### src/rtl/core/nea_pkg.sv
// Shared types, constants and memory port structs for the adjacency builder.
`timescale 1ns / 1ps

package nea_pkg;

  localparam int MAX_NODES   = 1024;
  localparam int NODE_W      = 10;
  localparam int MAX_EDGES   = 4096;
  localparam int EDGE_W      = 12;
  localparam int ECNT_W      = 13;
  localparam int MAX_DEGREE  = 12;
  localparam int DEG_W       = 4;
  localparam int QUAD_DEGREE = 4;
  localparam int ADJ_DEPTH   = MAX_NODES * MAX_DEGREE;
  localparam int ADJ_AW      = 14;
  localparam int EP_W        = 2 * NODE_W;
  localparam int NCFG_W      = 11;
  localparam int SWEEP_W     = NODE_W + 1;

  typedef logic [NODE_W-1:0]  node_t;
  typedef logic [EDGE_W-1:0]  edge_t;
  typedef logic [ECNT_W-1:0]  ecnt_t;
  typedef logic [DEG_W-1:0]   deg_t;
  typedef logic [ADJ_AW-1:0]  adj_addr_t;
  typedef logic [EP_W-1:0]    ep_t;
  typedef logic [NCFG_W-1:0]  ncfg_t;
  typedef logic [SWEEP_W-1:0] sweep_t;

  typedef enum logic [1:0] {
    ST_OK         = 2'd0,
    ST_MISSING    = 2'd1,
    ST_LIST_FULL  = 2'd2,
    ST_TABLE_FULL = 2'd3
  } status_t;

  typedef struct packed {
    logic      ep_we;
    edge_t     ep_waddr;
    ep_t       ep_wdata;
    edge_t     ep_raddr;
    logic      adj_we;
    adj_addr_t adj_waddr;
    edge_t     adj_wdata;
    adj_addr_t adj_raddr;
    logic      deg_we;
    node_t     deg_waddr;
    deg_t      deg_wdata;
    node_t     deg_raddr;
  } mem_req_t;

  typedef struct packed {
    ep_t   ep_rdata;
    edge_t adj_rdata;
    deg_t  deg_rdata;
  } mem_rsp_t;

  typedef struct packed {
    edge_t   edge_index;
    logic    added_at_first;
    logic    added_at_second;
    status_t status;
    logic    mostly_quadrilateral;
    logic    build_done;
  } result_t;

endpackage

### src/rtl/core/nea_in_if.sv
// Input channel carrying one edge as a node pair with its flags.
`timescale 1ns / 1ps

interface nea_in_if;
  logic                 valid;
  logic                 ready;
  nea_pkg::node_t       first_node;
  nea_pkg::node_t       second_node;
  logic                 endpoint_missing;
  logic                 last_edge;

  modport source (output valid, output first_node, output second_node,
                  output endpoint_missing, output last_edge, input ready);
  modport sink (input valid, input first_node, input second_node,
                input endpoint_missing, input last_edge, output ready);
endinterface

### src/rtl/core/nea_ctrl.sv
// Sequencer that walks the adjacency lists, appends edges and sweeps the degrees.
`timescale 1ns / 1ps

module nea_ctrl (
  input  logic               clk,
  input  logic               rst_n,
  nea_in_if.sink             in_ch,
  input  nea_pkg::ncfg_t     num_nodes,
  output nea_pkg::mem_req_t  req,
  input  nea_pkg::mem_rsp_t  rsp,
  output logic               res_valid,
  input  logic               res_ready,
  output nea_pkg::result_t   res
);

  typedef enum logic [10:0] {
    S_INIT   = 11'b00000000001,
    S_IDLE   = 11'b00000000010,
    S_DEGA   = 11'b00000000100,
    S_DEGB   = 11'b00000001000,
    S_DEGCHK = 11'b00000010000,
    S_WADJ   = 11'b00000100000,
    S_WEP    = 11'b00001000000,
    S_WCMP   = 11'b00010000000,
    S_APPEND = 11'b00100000000,
    S_SWEEP  = 11'b01000000000,
    S_DONE   = 11'b10000000000
  } state_t;

  function automatic nea_pkg::adj_addr_t adj_addr(input nea_pkg::node_t node,
                                                  input nea_pkg::deg_t slot);
    adj_addr = nea_pkg::adj_addr_t'(node) * nea_pkg::adj_addr_t'(nea_pkg::MAX_DEGREE)
             + nea_pkg::adj_addr_t'(slot);
  endfunction

  state_t            state_r, state_nxt;
  nea_pkg::node_t    a_r, a_nxt, b_r, b_nxt;
  logic              last_r, last_nxt;
  nea_pkg::edge_t    e_r, e_nxt;
  nea_pkg::ecnt_t    ecnt_r, ecnt_nxt;
  nea_pkg::deg_t     deg_a_r, deg_a_nxt, deg_b_r, deg_b_nxt;
  logic              side_r, side_nxt;
  nea_pkg::deg_t     slot_r, slot_nxt;
  logic              add_a_r, add_a_nxt, add_b_r, add_b_nxt;
  nea_pkg::status_t  status_r, status_nxt;
  logic              quad_r, quad_nxt;
  nea_pkg::ncfg_t    cnt_r, cnt_nxt;
  nea_pkg::sweep_t   sweep_r, sweep_nxt;
  logic              sweep_vld_r, sweep_vld_nxt;
  nea_pkg::node_t    sweep_prev_r, sweep_prev_nxt;

  logic              in_fire;
  nea_pkg::node_t    node;
  nea_pkg::node_t    other;
  nea_pkg::deg_t     deg;
  logic              hit;
  logic              quad_inc;
  nea_pkg::ncfg_t    cnt_sum;

  assign in_ch.ready = (state_r == S_IDLE);
  assign in_fire     = in_ch.valid && in_ch.ready;

  assign node  = side_r ? b_r : a_r;
  assign other = side_r ? a_r : b_r;
  assign deg   = side_r ? deg_b_r : deg_a_r;
  assign hit   = (rsp.ep_rdata[nea_pkg::NODE_W-1:0] == other) ||
                 (rsp.ep_rdata[nea_pkg::EP_W-1:nea_pkg::NODE_W] == other);

  assign quad_inc = sweep_vld_r &&
                    (rsp.deg_rdata == nea_pkg::deg_t'(nea_pkg::QUAD_DEGREE)) &&
                    ({1'b0, sweep_prev_r} < num_nodes);
  assign cnt_sum  = cnt_r + nea_pkg::ncfg_t'(quad_inc);

  assign res_valid = (state_r == S_DONE);
  assign res.edge_index           = e_r;
  assign res.added_at_first       = add_a_r;
  assign res.added_at_second      = add_b_r;
  assign res.status               = status_r;
  assign res.mostly_quadrilateral = quad_r;
  assign res.build_done           = last_r;

  always_comb begin
    state_nxt      = state_r;
    a_nxt          = a_r;
    b_nxt          = b_r;
    last_nxt       = last_r;
    e_nxt          = e_r;
    ecnt_nxt       = ecnt_r;
    deg_a_nxt      = deg_a_r;
    deg_b_nxt      = deg_b_r;
    side_nxt       = side_r;
    slot_nxt       = slot_r;
    add_a_nxt      = add_a_r;
    add_b_nxt      = add_b_r;
    status_nxt     = status_r;
    quad_nxt       = quad_r;
    cnt_nxt        = cnt_r;
    sweep_nxt      = sweep_r;
    sweep_vld_nxt  = 1'b0;
    sweep_prev_nxt = sweep_r[nea_pkg::NODE_W-1:0];

    req           = '0;
    req.ep_waddr  = ecnt_r[nea_pkg::EDGE_W-1:0];
    req.ep_wdata  = {in_ch.second_node, in_ch.first_node};
    req.ep_raddr  = rsp.adj_rdata;
    req.adj_waddr = adj_addr(node, deg);
    req.adj_wdata = e_r;
    req.adj_raddr = adj_addr(node, slot_r);
    req.deg_waddr = node;
    req.deg_wdata = deg + nea_pkg::deg_t'(1);
    req.deg_raddr = a_r;

    unique case (state_r)
      S_INIT: begin
        req.deg_we    = !sweep_r[nea_pkg::SWEEP_W-1];
        req.deg_waddr = sweep_r[nea_pkg::NODE_W-1:0];
        req.deg_wdata = '0;
        sweep_nxt     = sweep_r + nea_pkg::sweep_t'(1);
        if (sweep_r[nea_pkg::SWEEP_W-1]) begin
          state_nxt = S_IDLE;
        end
      end
      S_IDLE: begin
        if (in_fire) begin
          a_nxt     = in_ch.first_node;
          b_nxt     = in_ch.second_node;
          last_nxt  = in_ch.last_edge;
          add_a_nxt = 1'b0;
          add_b_nxt = 1'b0;
          quad_nxt  = 1'b0;
          if (ecnt_r[nea_pkg::ECNT_W-1]) begin
            status_nxt = nea_pkg::ST_TABLE_FULL;
            e_nxt      = '1;
            state_nxt  = in_ch.last_edge ? S_SWEEP : S_DONE;
          end else begin
            req.ep_we = 1'b1;
            e_nxt     = ecnt_r[nea_pkg::EDGE_W-1:0];
            ecnt_nxt  = ecnt_r + nea_pkg::ecnt_t'(1);
            if (in_ch.endpoint_missing) begin
              status_nxt = nea_pkg::ST_MISSING;
              state_nxt  = in_ch.last_edge ? S_SWEEP : S_DONE;
            end else begin
              status_nxt = nea_pkg::ST_OK;
              state_nxt  = S_DEGA;
            end
          end
          sweep_nxt = '0;
          cnt_nxt   = '0;
        end
      end
      S_DEGA: begin
        req.deg_raddr = a_r;
        state_nxt     = S_DEGB;
      end
      S_DEGB: begin
        deg_a_nxt     = rsp.deg_rdata;
        req.deg_raddr = b_r;
        state_nxt     = S_DEGCHK;
      end
      S_DEGCHK: begin
        deg_b_nxt = rsp.deg_rdata;
        side_nxt  = 1'b0;
        slot_nxt  = '0;
        if ((deg_a_r >= nea_pkg::deg_t'(nea_pkg::MAX_DEGREE)) ||
            (rsp.deg_rdata >= nea_pkg::deg_t'(nea_pkg::MAX_DEGREE))) begin
          status_nxt = nea_pkg::ST_LIST_FULL;
          state_nxt  = last_r ? S_SWEEP : S_DONE;
        end else begin
          state_nxt = S_WADJ;
        end
      end
      S_WADJ: begin
        state_nxt = (slot_r >= deg) ? S_APPEND : S_WEP;
      end
      S_WEP: begin
        state_nxt = S_WCMP;
      end
      S_WCMP: begin
        if (hit) begin
          if (!side_r) begin
            side_nxt  = 1'b1;
            slot_nxt  = '0;
            state_nxt = S_WADJ;
          end else begin
            state_nxt = last_r ? S_SWEEP : S_DONE;
          end
        end else begin
          slot_nxt  = slot_r + nea_pkg::deg_t'(1);
          state_nxt = S_WADJ;
        end
      end
      S_APPEND: begin
        if (deg < nea_pkg::deg_t'(nea_pkg::MAX_DEGREE)) begin
          req.adj_we = 1'b1;
          req.deg_we = 1'b1;
          if (!side_r || (a_r == b_r)) begin
            deg_a_nxt = deg_a_r + nea_pkg::deg_t'(1);
          end
          if (side_r || (a_r == b_r)) begin
            deg_b_nxt = deg_b_r + nea_pkg::deg_t'(1);
          end
        end
        if (!side_r) begin
          add_a_nxt = 1'b1;
          side_nxt  = 1'b1;
          slot_nxt  = '0;
          state_nxt = S_WADJ;
        end else begin
          add_b_nxt = 1'b1;
          state_nxt = last_r ? S_SWEEP : S_DONE;
        end
      end
      S_SWEEP: begin
        req.deg_raddr = sweep_r[nea_pkg::NODE_W-1:0];
        req.deg_waddr = sweep_r[nea_pkg::NODE_W-1:0];
        req.deg_wdata = '0;
        cnt_nxt       = cnt_sum;
        if (!sweep_r[nea_pkg::SWEEP_W-1]) begin
          req.deg_we    = 1'b1;
          sweep_vld_nxt = 1'b1;
          sweep_nxt     = sweep_r + nea_pkg::sweep_t'(1);
        end else begin
          quad_nxt  = cnt_sum > (num_nodes >> 1);
          ecnt_nxt  = '0;
          state_nxt = S_DONE;
        end
      end
      S_DONE: begin
        if (res_ready) begin
          state_nxt = S_IDLE;
        end
      end
      default: begin
        state_nxt = S_IDLE;
      end
    endcase
  end

  always_ff @(posedge clk) begin
    if (!rst_n) begin
      state_r     <= S_INIT;
      ecnt_r      <= '0;
      sweep_r     <= '0;
      sweep_vld_r <= 1'b0;
      cnt_r       <= '0;
    end else begin
      state_r     <= state_nxt;
      ecnt_r      <= ecnt_nxt;
      sweep_r     <= sweep_nxt;
      sweep_vld_r <= sweep_vld_nxt;
      cnt_r       <= cnt_nxt;
    end
  end

  always_ff @(posedge clk) begin
    a_r          <= a_nxt;
    b_r          <= b_nxt;
    last_r       <= last_nxt;
    e_r          <= e_nxt;
    deg_a_r      <= deg_a_nxt;
    deg_b_r      <= deg_b_nxt;
    side_r       <= side_nxt;
    slot_r       <= slot_nxt;
    add_a_r      <= add_a_nxt;
    add_b_r      <= add_b_nxt;
    status_r     <= status_nxt;
    quad_r       <= quad_nxt;
    sweep_prev_r <= sweep_prev_nxt;
  end

endmodule

### src/flat_wrapper.sv
// flat-port wrapper written by rule: the top's interface ports become plain ports
module nea_ctrl_flat 
  (clk, rst_n, num_nodes, req, rsp, res_valid, res_ready, res, in_ch_valid, in_ch_first_node, in_ch_second_node, in_ch_endpoint_missing, in_ch_last_edge, in_ch_ready);
  nea_in_if in_ch_i ();
  input  logic clk;
  input  logic rst_n;
  input  nea_pkg::ncfg_t num_nodes;
  output nea_pkg::mem_req_t req;
  input  nea_pkg::mem_rsp_t rsp;
  output logic res_valid;
  input  logic res_ready;
  output nea_pkg::result_t res;
  input wire logic [$bits(in_ch_i.valid)-1:0] in_ch_valid;
  input wire logic [$bits(in_ch_i.first_node)-1:0] in_ch_first_node;
  input wire logic [$bits(in_ch_i.second_node)-1:0] in_ch_second_node;
  input wire logic [$bits(in_ch_i.endpoint_missing)-1:0] in_ch_endpoint_missing;
  input wire logic [$bits(in_ch_i.last_edge)-1:0] in_ch_last_edge;
  output wire logic [$bits(in_ch_i.ready)-1:0] in_ch_ready;
  assign in_ch_i.valid = in_ch_valid;
  assign in_ch_i.first_node = in_ch_first_node;
  assign in_ch_i.second_node = in_ch_second_node;
  assign in_ch_i.endpoint_missing = in_ch_endpoint_missing;
  assign in_ch_i.last_edge = in_ch_last_edge;
  assign in_ch_ready = in_ch_i.ready;
  nea_ctrl u_core (.clk(clk), .rst_n(rst_n), .in_ch(in_ch_i), .num_nodes(num_nodes), .req(req), .rsp(rsp), .res_valid(res_valid), .res_ready(res_ready), .res(res));
endmodule
### config.mk
export PLATFORM = sky130hd
export DESIGN_NAME = nea_ctrl_flat
export DESIGN_NICKNAME = d
export VERILOG_FILES = /design/src/rtl/core/nea_pkg.sv /design/src/rtl/core/nea_in_if.sv /design/src/rtl/core/nea_ctrl.sv /design/src/flat_wrapper.sv
export SDC_FILE = /design/constraint.sdc
export NUM_CORES = 1
export LEC_CHECK = 0
export ABC_CLOCK_PERIOD_IN_PS = 4200
export BUFFER_PORTS_ARGS = -buffer_cell sky130_fd_sc_hd__buf_4
export CAP_MARGIN = 40
export CORE_MARGIN = 3
export CORE_UTILIZATION = 48
export CTS_CLUSTER_SIZE = 24
export DETAILED_ROUTE_END_ITERATION = 7
export GPL_ROUTABILITY_DRIVEN = 0
export GPL_TIMING_DRIVEN = 0
export PLACE_DENSITY = 0.77
export REMOVE_ABC_BUFFERS = 1
export SLEW_MARGIN = 20
export SYNTH_ARGS = -nofsm -noshare
export SYNTH_HDL_FRONTEND = slang
export SYNTH_SLANG_ARGS = --single-unit
### constraint.sdc
create_clock -name clk -period 4.2 [get_ports clk]
set_input_delay 0.21 -clock clk [delete_from_list [all_inputs] [get_ports clk]]
set_output_delay 0.21 -clock clk [all_outputs]
set_load 0.005 [all_outputs]
==> impl_metrics.ini, run 1 <==
[clock_tree]
htreeDepth = 3
cts.sinks = 108
clk-insertion-delay-late_ps = 350
cts_root_buf = clkbuf_16
cts-buffers-inserted = 9
cts_tree = built
clk_path_buf_depth = 2
clkTransAtPathRegs_ps = 70
cts_hold_buf = 0

[setup_path]
worst-r2r-cell-count = 19
arrival_ps = 3720
critical_path_class = register to primary output
endpoint_kind = primary output
reg2reg_slack_ps = 330
cp_max_fo = 16
crit_cells = 13
critPathLaunchType = register
required_ps = 3990
worstSetupStartpoint = u_core.side_r
timing.rr.start = u_core.sweep_prev_r[1]
cpLargestDelayFamily = simple AND/OR/NAND/NOR gates
slowest_delay_ps = 410
reg2reg_to = u_core.quad_r
crit_path_cell_trace = buf_12 > buf_8 > mux2_2 > ha_1 > a21o_1 > a2bb2oi_1 > nand2b_1 > a22oi_2 > and2_1 > nand3_2 > nor4bb_2 > xnor2_1 > buf_4
cp_num_buf_inv = 3
cpMaxStageDelayCell = mux2_2

[yosys]
avgSynthCellArea_um2 = 9.29
ys_ff_latch = 108
ys_seq_area_share_pct = 36.6
yosys_warnings = 0
synth-edff-count = 51
synth_area_um2 = 7300
async_flop_share_pct = 0
syn_inst = 786
ys.flop_type = dfxtp_1
ys_types = 61

[sta]
period_needed_ps = 3930
finalHoldViolCount = 0
setup_viol = 0
skew_ps = 10.8
post-route-period-util_pct = 93.7
max_clock_freq_mhz = 254
rsz0062_at_grt = no
fin_tns_setup_ps = 0
report.final.slew_viol_count = 0
finalWorstSetupSlack_ps = 266
worst_slew_pin_slew_ps = 832
slew_headroom_pct = 44.1

[floorplanning]
io_pins = 204
fp-row-count = 44
dieArea_um2 = 16700
start_util_pct = 49.7
core_um2 = 14700
die_x_um = 129
die_h_um = 129

[route]
drc = 0
routed_wl_um = 17700
drt.antenna.violating_nets = 0
drt_pass1_iterations = 5
wl_per_cell_um = 16.2
vias = 5950
via_per_inst = 5.45
first_iter_violations = 451

[finish]
fin_util_pct = 59.6
synthToLayoutAreaGrowth_pct = 20.0
fin_nets = 1026
diodes = 0
final_cell_mix = buf_4 (181), nor2_1 (68), nand2_1 (61)
fin_cells = 1092
drive_gt1_share_pct = 28.3
mostFrequentLayoutCell = buf_4

[grt]
overflow = 0
grt_pass1_vias = 5591
grt_use_total_pct = 20.8
grt_pass1_wl_um = 27900
grt_max_degree = 35
antenna_found_initial = 0

[power]
peakVddDrop_mv = 0.195
power_density_nw_per_um2 = 267
p_leak_nw = 3.81

[placement]
io_buffer_count = 179
dp_hpwl_um = 13700
dp_cells = 1073
pre_cts_ws_ps = 131

[worst_hold_path]
min-delay-start = in_ch_endpoint_missing
hold_path_depth = 2
holdPathEnd = u_core.state_r[2]
holdCritPathClass = input port to register

[job]
maxCapViolations = 0

[run_status]
status = completed
## layer usage
metal / track usage (%) / up-vias / wire, µm
met3: 5.23 / 17 / 1200
met1: 27.5 / 2781 / 7690
met2: 34.8 / 196 / 8670
met4: 4.45 / 0 / 182
met5: 0 / - / 0
li1: - / 2956 / -
## what timing repair did
action | CTS | global route
buffers inserted | 3 | 0
endpoints found under the setup margin | 4 | 3
hold endpoints to repair | 0 | 0
resized for setup | 0 | 12
## cells by family (layout without fill, tap and decap cells)
group                      after synthesis  after routing  synth area share, %
AOI/OAI and AO/OA                      121            121                 10.5
xor gates and xnor gates                90             90                 10.8
muxes                                   35             35                 5.11
buffers and inverters                  107            229                 8.71
adders and majority gates               50             50                 8.88
DFF                                    108            108                 36.6
and+or+nand+nor                        275            275                 19.4
## power by group
group	internal (mW)	switching [mW]	leakage [nW]	total, mW
clock network	0.415	0.404	0.136	0.818
logic	0.192	0.178	2.73	0.371
registers	1.12	0.0250	0.945	1.15
total	1.73	0.607	3.81	2.33
## worst max path at each step
stage / to
after floorplan: req[38]
after global placement: req[64]
after detailed placement: u_core.quad_r
after CTS: u_core.quad_r
after global routing: u_core.quad_r
final: req[64]
## sequential cells by signal, summed over array words and instances (netlist names)
name                 cells
u_core.deg_a_r           4
u_core.b_r              10
u_core.last_r            1
u_core.cnt_r            11
u_core.sweep_r          11
u_core.add_b_r           1
u_core.status_r          2
u_core.sweep_prev_r     10
u_core.add_a_r           1
u_core.state_r          11
u_core.side_r            1
u_core.e_r              12
u_core.slot_r            4
u_core.deg_b_r           4
u_core.sweep_vld_r       1
u_core.quad_r            1
u_core.ecnt_r           13
u_core.a_r              10
## metrics by stage
stage	hold WS, ps	area (µm²)	total power [mW]
floorplan	272	6760	1.34
global placement	400	8330	1.53
detailed placement	401	8390	1.54
CTS	27.0	8710	2.35
global route	23.7	8760	2.43
finish	41.1	8760	2.33
## final cells by class
class,count,area (µm²)
Timing Repair Buffer,187,1430
Tap cell,184,230
Clock inverter,6,53.8
Inverter,26,97.6
Fill cell,1281,5940
Sequential cell,108,2670
Clock buffer,10,229
Multi-Input combinational cell,571,4040
## cell usage after synthesis, types with 6 or more instances
master	instances	share of area (%)
mux2_2	18	2.8
inv_1	24	1.2
xor2_1	50	6.0
a21o_1	7	0.72
nand2b_1	8	0.69
xnor2_1	40	4.8
dfxtp_1	57	16
ha_1	47	8.1
a22oi_1	12	1.2
or3_1	7	0.60
and2_1	8	0.69
edfxtp_1	51	21
nand3_1	27	1.9
clkbuf_1	18	0.93
mux2i_1	17	2.3
a211oi_1	6	0.62
o21ai_0	30	2.1
nor3_1	13	0.89
nand3b_1	9	0.93
nor2b_1	9	0.77
and3_1	13	1.1
nand4_1	9	0.77
or2_2	16	1.4
nor2_1	68	3.5
buf_4	62	6.4
nand2_1	61	3.1
nor4_1	10	0.86
a21oi_1	39	2.7
## worst reg2reg max path, delay by kind of cell, from the launching register on
family | cells | cell delay (ps)
AOI/OAI and AO/OA | 11 | 1620
adders and majority gates | 3 | 760
and+or+nand+nor | 4 | 740
DFF | 1 | 310
xor gates and xnor gates | 1 | 180
Power figures use the tool's default switching activity.
==> run 2: changes to the inputs <==
--- a/config.mk
+++ b/config.mk
@@ -15,5 +15,5 @@
 export GPL_ROUTABILITY_DRIVEN = 0
 export GPL_TIMING_DRIVEN = 0
-export PLACE_DENSITY = 0.77
+export PLACE_DENSITY_LB_ADDON = 0.3
 export REMOVE_ABC_BUFFERS = 1
 export SLEW_MARGIN = 20
==> constraint.sdc (replaced) <==
create_clock -name clk -period 4.2 [get_ports clk]
set_input_delay 0.63 -clock clk [delete_from_list [all_inputs] [get_ports clk]]
set_output_delay 0.63 -clock clk [all_outputs]
set_load 0.005 [all_outputs]
==> impl_metrics.ini, run 2 (synthesized netlist as in run 1, its figures left out) <==
[run_status]
status = completed

[clock_tree]
clk_path_buf_depth = 2
cts-buffers-inserted = 9
cts_tree = built
htreeDepth = 3
cts_root_buf = clkbuf_16
clkTransAtPathRegs_ps = 70
cts.sinks = 108
clk-insertion-delay-late_ps = 360

[sta]
worst_slew_pin_slew_ps = 813
report.final.slew_viol_count = 0
rsz0062_at_grt = yes
setup_viol = 0
finalHoldViolCount = 0
skew_ps = 7.90
max_clock_freq_mhz = 242
finalWorstSetupSlack_ps = 71.5
period_needed_ps = 4130
post-route-period-util_pct = 98.3
slew_headroom_pct = 45.4

[power]
p_leak_nw = 3.88
switching_share_pct = 25.3
pwr-share-seq_pct = 47.9
clockPowerShare_pct = 35.7
p_switching_mw = 0.606
combinationalPowerShare_pct = 16.4
peakVddDrop_mv = 0.230
power_density_nw_per_um2 = 267
power.internal_mw = 1.79
power_mw = 2.39

[setup_path]
critical_path_class = register to primary output
required_ps = 3570
worstSetupStartpoint = u_core.side_r
critPathLaunchType = register
endpoint_kind = primary output
arrival_ps = 3500
cp_max_fo = 6
timing.rr.start = u_core.sweep_prev_r[1]

[placement]
io_buffer_count = 179
placed_area_um2 = 8400
pre_cts_ws_ps = -400
dp_hpwl_um = 14400
dp_cells = 1073

[finish]
largest-register = u_core.ecnt_r
fin_util_pct = 61.0
drive_gt1_share_pct = 31.0
reg_top3 = u_core.ecnt_r (13), u_core.e_r (12)
synthToLayoutAreaGrowth_pct = 22.9
mostFrequentLayoutCell = buf_4
final_area_um2 = 8970
fin_cells = 1096
final_cell_mix = buf_4 (186), nor2_1 (66), nand2_1 (61)
fin_nets = 1030
diodes = 0
largest_reg_flops = 13

[route]
vias = 5988
first_iter_violations = 325
drc = 0
wl_per_cell_um = 17.1
via_per_inst = 5.46
routed_wl_um = 18800
drt.antenna.violating_nets = 0
drt_pass1_iterations = 6

[grt]
grt_max_degree = 35
grt_pass1_wl_um = 29000
grt_pass1_vias = 5688
antenna_found_initial = 0
overflow = 0
grt_use_total_pct = 22.2

[floorplanning]
dieArea_um2 = 16700
start_util_pct = 49.7
die_x_um = 129
die_h_um = 129
core_um2 = 14700
io_pins = 204
fp-row-count = 44

[job]
maxCapViolations = 0

[worst_hold_path]
holdCritPathClass = register to register
min-delay-start = u_core.sweep_r[9]
run 2: through the flow:
step | TNS, ps | hold WS [ps]
2_1_floorplan | -101 | 378
3_3_place_gp | -5060 | 411
3_5_place_dp | -1940 | 412
4_1_cts | 0 | 421
5_1_grt | -367 | 432
6_report | 0 | 421
run 2: power groups by stage:
stage	registers, mW	clock network [mW]	logic [mW]
2_1_floorplan	1.16	0	0.178
3_5_place_dp	1.17	0	0.369
6_report	1.15	0.856	0.392
4_1_cts	1.15	0.873	0.382
5_1_grt	1.15	0.920	0.426
3_3_place_gp	1.17	0	0.360
run 2: worst max-delay path: stages (launching register included):
cell,delay [ps]
edfxtp_1,480
buf_8,180
mux2_4,340
ha_4,170
fa_2,370
a211oi_2,220
nor2_1,80
o21a_1,210
o21ai_2,140
a21oi_2,120
xor2_4,200
nor4bb_4,320
xnor2_1,160
buf_4,140
run 2: final timing paths:
check / end / slack (ps) / cells after the start
setup reg to reg: u_core.quad_r / 410 / 19
setup / recovery: req[38] / 70 / 13
hold / removal: u_core.sweep_prev_r[9] / 420 / 0
hold reg to reg: u_core.sweep_prev_r[9] / 420 / 0
run 2: metal layers:
metal,vias up,track usage (%),wire [µm]
met2,185,37.3,9250
met4,0,5.56,289
li1,2953,-,-
met5,-,0,0
met1,2827,28.8,8100
met3,23,5.52,1120
run 2: final cells by class:
class / count / area (µm²)
clock buffer: 10 / 229
clock inverter: 6 / 63.8
fill: 1272 / 5730
inverter: 26 / 97.6
multi-input combinational: 571 / 4220
sequential: 108 / 2670
tap: 184 / 230
timing repair buffer: 191 / 1460
run 2: repair_timing:
item / CTS / global route
hold buffers: 0 / 0
setup buffers: 6 / 1
pin swaps: 8 / 12
setup endpoints to repair: 14 / 7
gates resized for setup: 21 / 26
==> run 3: changes to the inputs <==
Settings changed: ABC_CLOCK_PERIOD_IN_PS 4200 to 5100, CORE_UTILIZATION 48 to 50.
Clock period 4.2 ns to 5.1 ns, I/O delays scaled along.
==> impl_metrics.ini, run 3 (synthesized netlist as in run 1, its figures left out) <==
[power]
power_density_nw_per_um2 = 226
power.internal_mw = 1.51
p_switching_mw = 0.475
switching_share_pct = 24.0
p_leak_nw = 3.84
combinationalPowerShare_pct = 15.4
peakVddDrop_mv = 0.142
pwr-share-seq_pct = 47.6
clockPowerShare_pct = 36.9

[floorplanning]
dieArea_um2 = 16100
fp-row-count = 43
die_h_um = 127
io_pins = 204
core_um2 = 14100
start_util_pct = 51.8
die_x_um = 127

[finish]
fin_util_pct = 62.1
largest-register = u_core.ecnt_r
fin_cells = 1088
drive_gt1_share_pct = 27.1
diodes = 0
fin_nets = 1026
synthToLayoutAreaGrowth_pct = 20.0
final_cell_mix = buf_4 (182), nor2_1 (68), nand2_1 (61)
reg_top3 = u_core.ecnt_r (13), u_core.e_r (12)
largest_reg_flops = 13
final_area_um2 = 8760
mostFrequentLayoutCell = buf_4

[clock_tree]
htreeDepth = 3
cts-buffers-inserted = 9
cts_tree = built
cts_root_buf = clkbuf_16
clk-insertion-delay-late_ps = 360
clkTransAtPathRegs_ps = 70
clk_path_buf_depth = 2
cts.sinks = 108
cts_hold_buf = 0

[placement]
io_buffer_count = 179
dp_hpwl_um = 14100
placed_area_um2 = 8400
dp_cells = 1069
pre_cts_ws_ps = 438

[grt]
grt_max_degree = 35
grt_pass1_vias = 5667
gr-usage-met1_pct = 29.8
antenna_found_initial = 0
grt_use_met2_pct = 35.4
overflow = 0
grt_use_total_pct = 22.1
use_met3_pct = 4.63
top_usage_layer = met2
grt_pass1_wl_um = 28700

[sta]
finalHoldViolCount = 0
post-route-period-util_pct = 94.2
period_needed_ps = 4800
worst_slew_pin_slew_ps = 813
fin_tns_setup_ps = 0
finalWorstSetupSlack_ps = 298
setup_viol = 0
max_clock_freq_mhz = 208
skew_ps = 8.45
slew_headroom_pct = 45.0
rsz0062_at_grt = no
report.final.slew_viol_count = 0

[setup_path]
crit_path_cell_trace = buf_8 > buf_8 > mux2_2 > ha_1 > fa_1 > a211oi_1 > nor2_1 > o21a_1 > nor2_1 > xnor2_1 > nand3_2 > nor4bb_1 > xnor2_1 > buf_4
timing.rr.start = u_core.sweep_prev_r[1]
cpLargestDelayFamily = simple AND/OR/NAND/NOR gates
reg2reg_to = u_core.quad_r
endpoint_kind = primary output
critical_path_class = register to primary output
arrival_ps = 4040
cp_max_fo = 14
critPathLaunchType = register
cpMaxStageDelayCell = edfxtp_1
worst-r2r-cell-count = 19
reg2reg_slack_ps = 1070
required_ps = 4340
slowest_delay_ps = 440
cp_num_buf_inv = 3

[route]
drt_pass1_iterations = 5
wl_per_cell_um = 16.6
routed_wl_um = 18000
first_iter_violations = 358
vias = 5960
drt.antenna.violating_nets = 0
via_per_inst = 5.48
drc = 0

[worst_hold_path]
holdCritPathClass = register to register
hold_path_depth = 0
holdPathEnd = u_core.sweep_prev_r[9]
min-delay-start = u_core.sweep_r[9]

[run_status]
status = completed

[job]
maxCapViolations = 0
[run 3: cell types whose count changed in the layout (fill, tap and decap cells not counted), sizes merged]
cell and change:
buf -4, clkbuf +3, clkinv -2, inv -1
[run 3: layout make-up]
type                    count  area [µm²]
fillers                  1174        5340
multi-input cells         571        4000
inverters                  26        97.6
flip-flops and latches    108        2670
repair buffers            187        1450
clock buffers              13         273
clock inverters             3        42.5
well taps                 180         225
[run 3: how the worst max path moves through the flow]
stage,from,to,slack (ps),depth (start not counted)
4_1_cts,u_core.side_r,req[38],110,14
3_5_place_dp,num_nodes[1],u_core.quad_r,440,21
6_report,u_core.side_r,req[38],300,14
5_1_grt,u_core.side_r,req[38],0.8,14
2_1_floorplan,u_core.side_r,req[38],710,11
3_3_place_gp,u_core.side_r,req[38],130,12
[run 3: per-layer routing]
metal,vias to the layer above,share of wire (%)
li1,2950,-
met1,2792,45
met2,190,47
met3,28,5.4
met4,0,2.5
met5,-,0
[run 3: repair_timing]
action / CTS / global route
setup endpoints to repair: 0 / 4
setup buffers: 0 / 2
gates resized for setup: 0 / 1
[run 3: power by group through the flow]
stage / Sequential, mW / Combinational, mW / Clock (mW)
6_report: 0.945 / 0.306 / 0.733
5_1_grt: 0.947 / 0.334 / 0.783
4_1_cts: 0.944 / 0.305 / 0.749
3_5_place_dp: 0.964 / 0.304 / 0
3_3_place_gp: 0.963 / 0.297 / 0
2_1_floorplan: 0.957 / 0.147 / 0
[run 3: through the flow]
step / hold slack (ps) / total power [mW]
4_1_cts: 423 / 2.00
5_1_grt: 438 / 2.06
3_3_place_gp: 415 / 1.26
6_report: 422 / 1.98
2_1_floorplan: 378 / 1.10
3_5_place_dp: 414 / 1.27
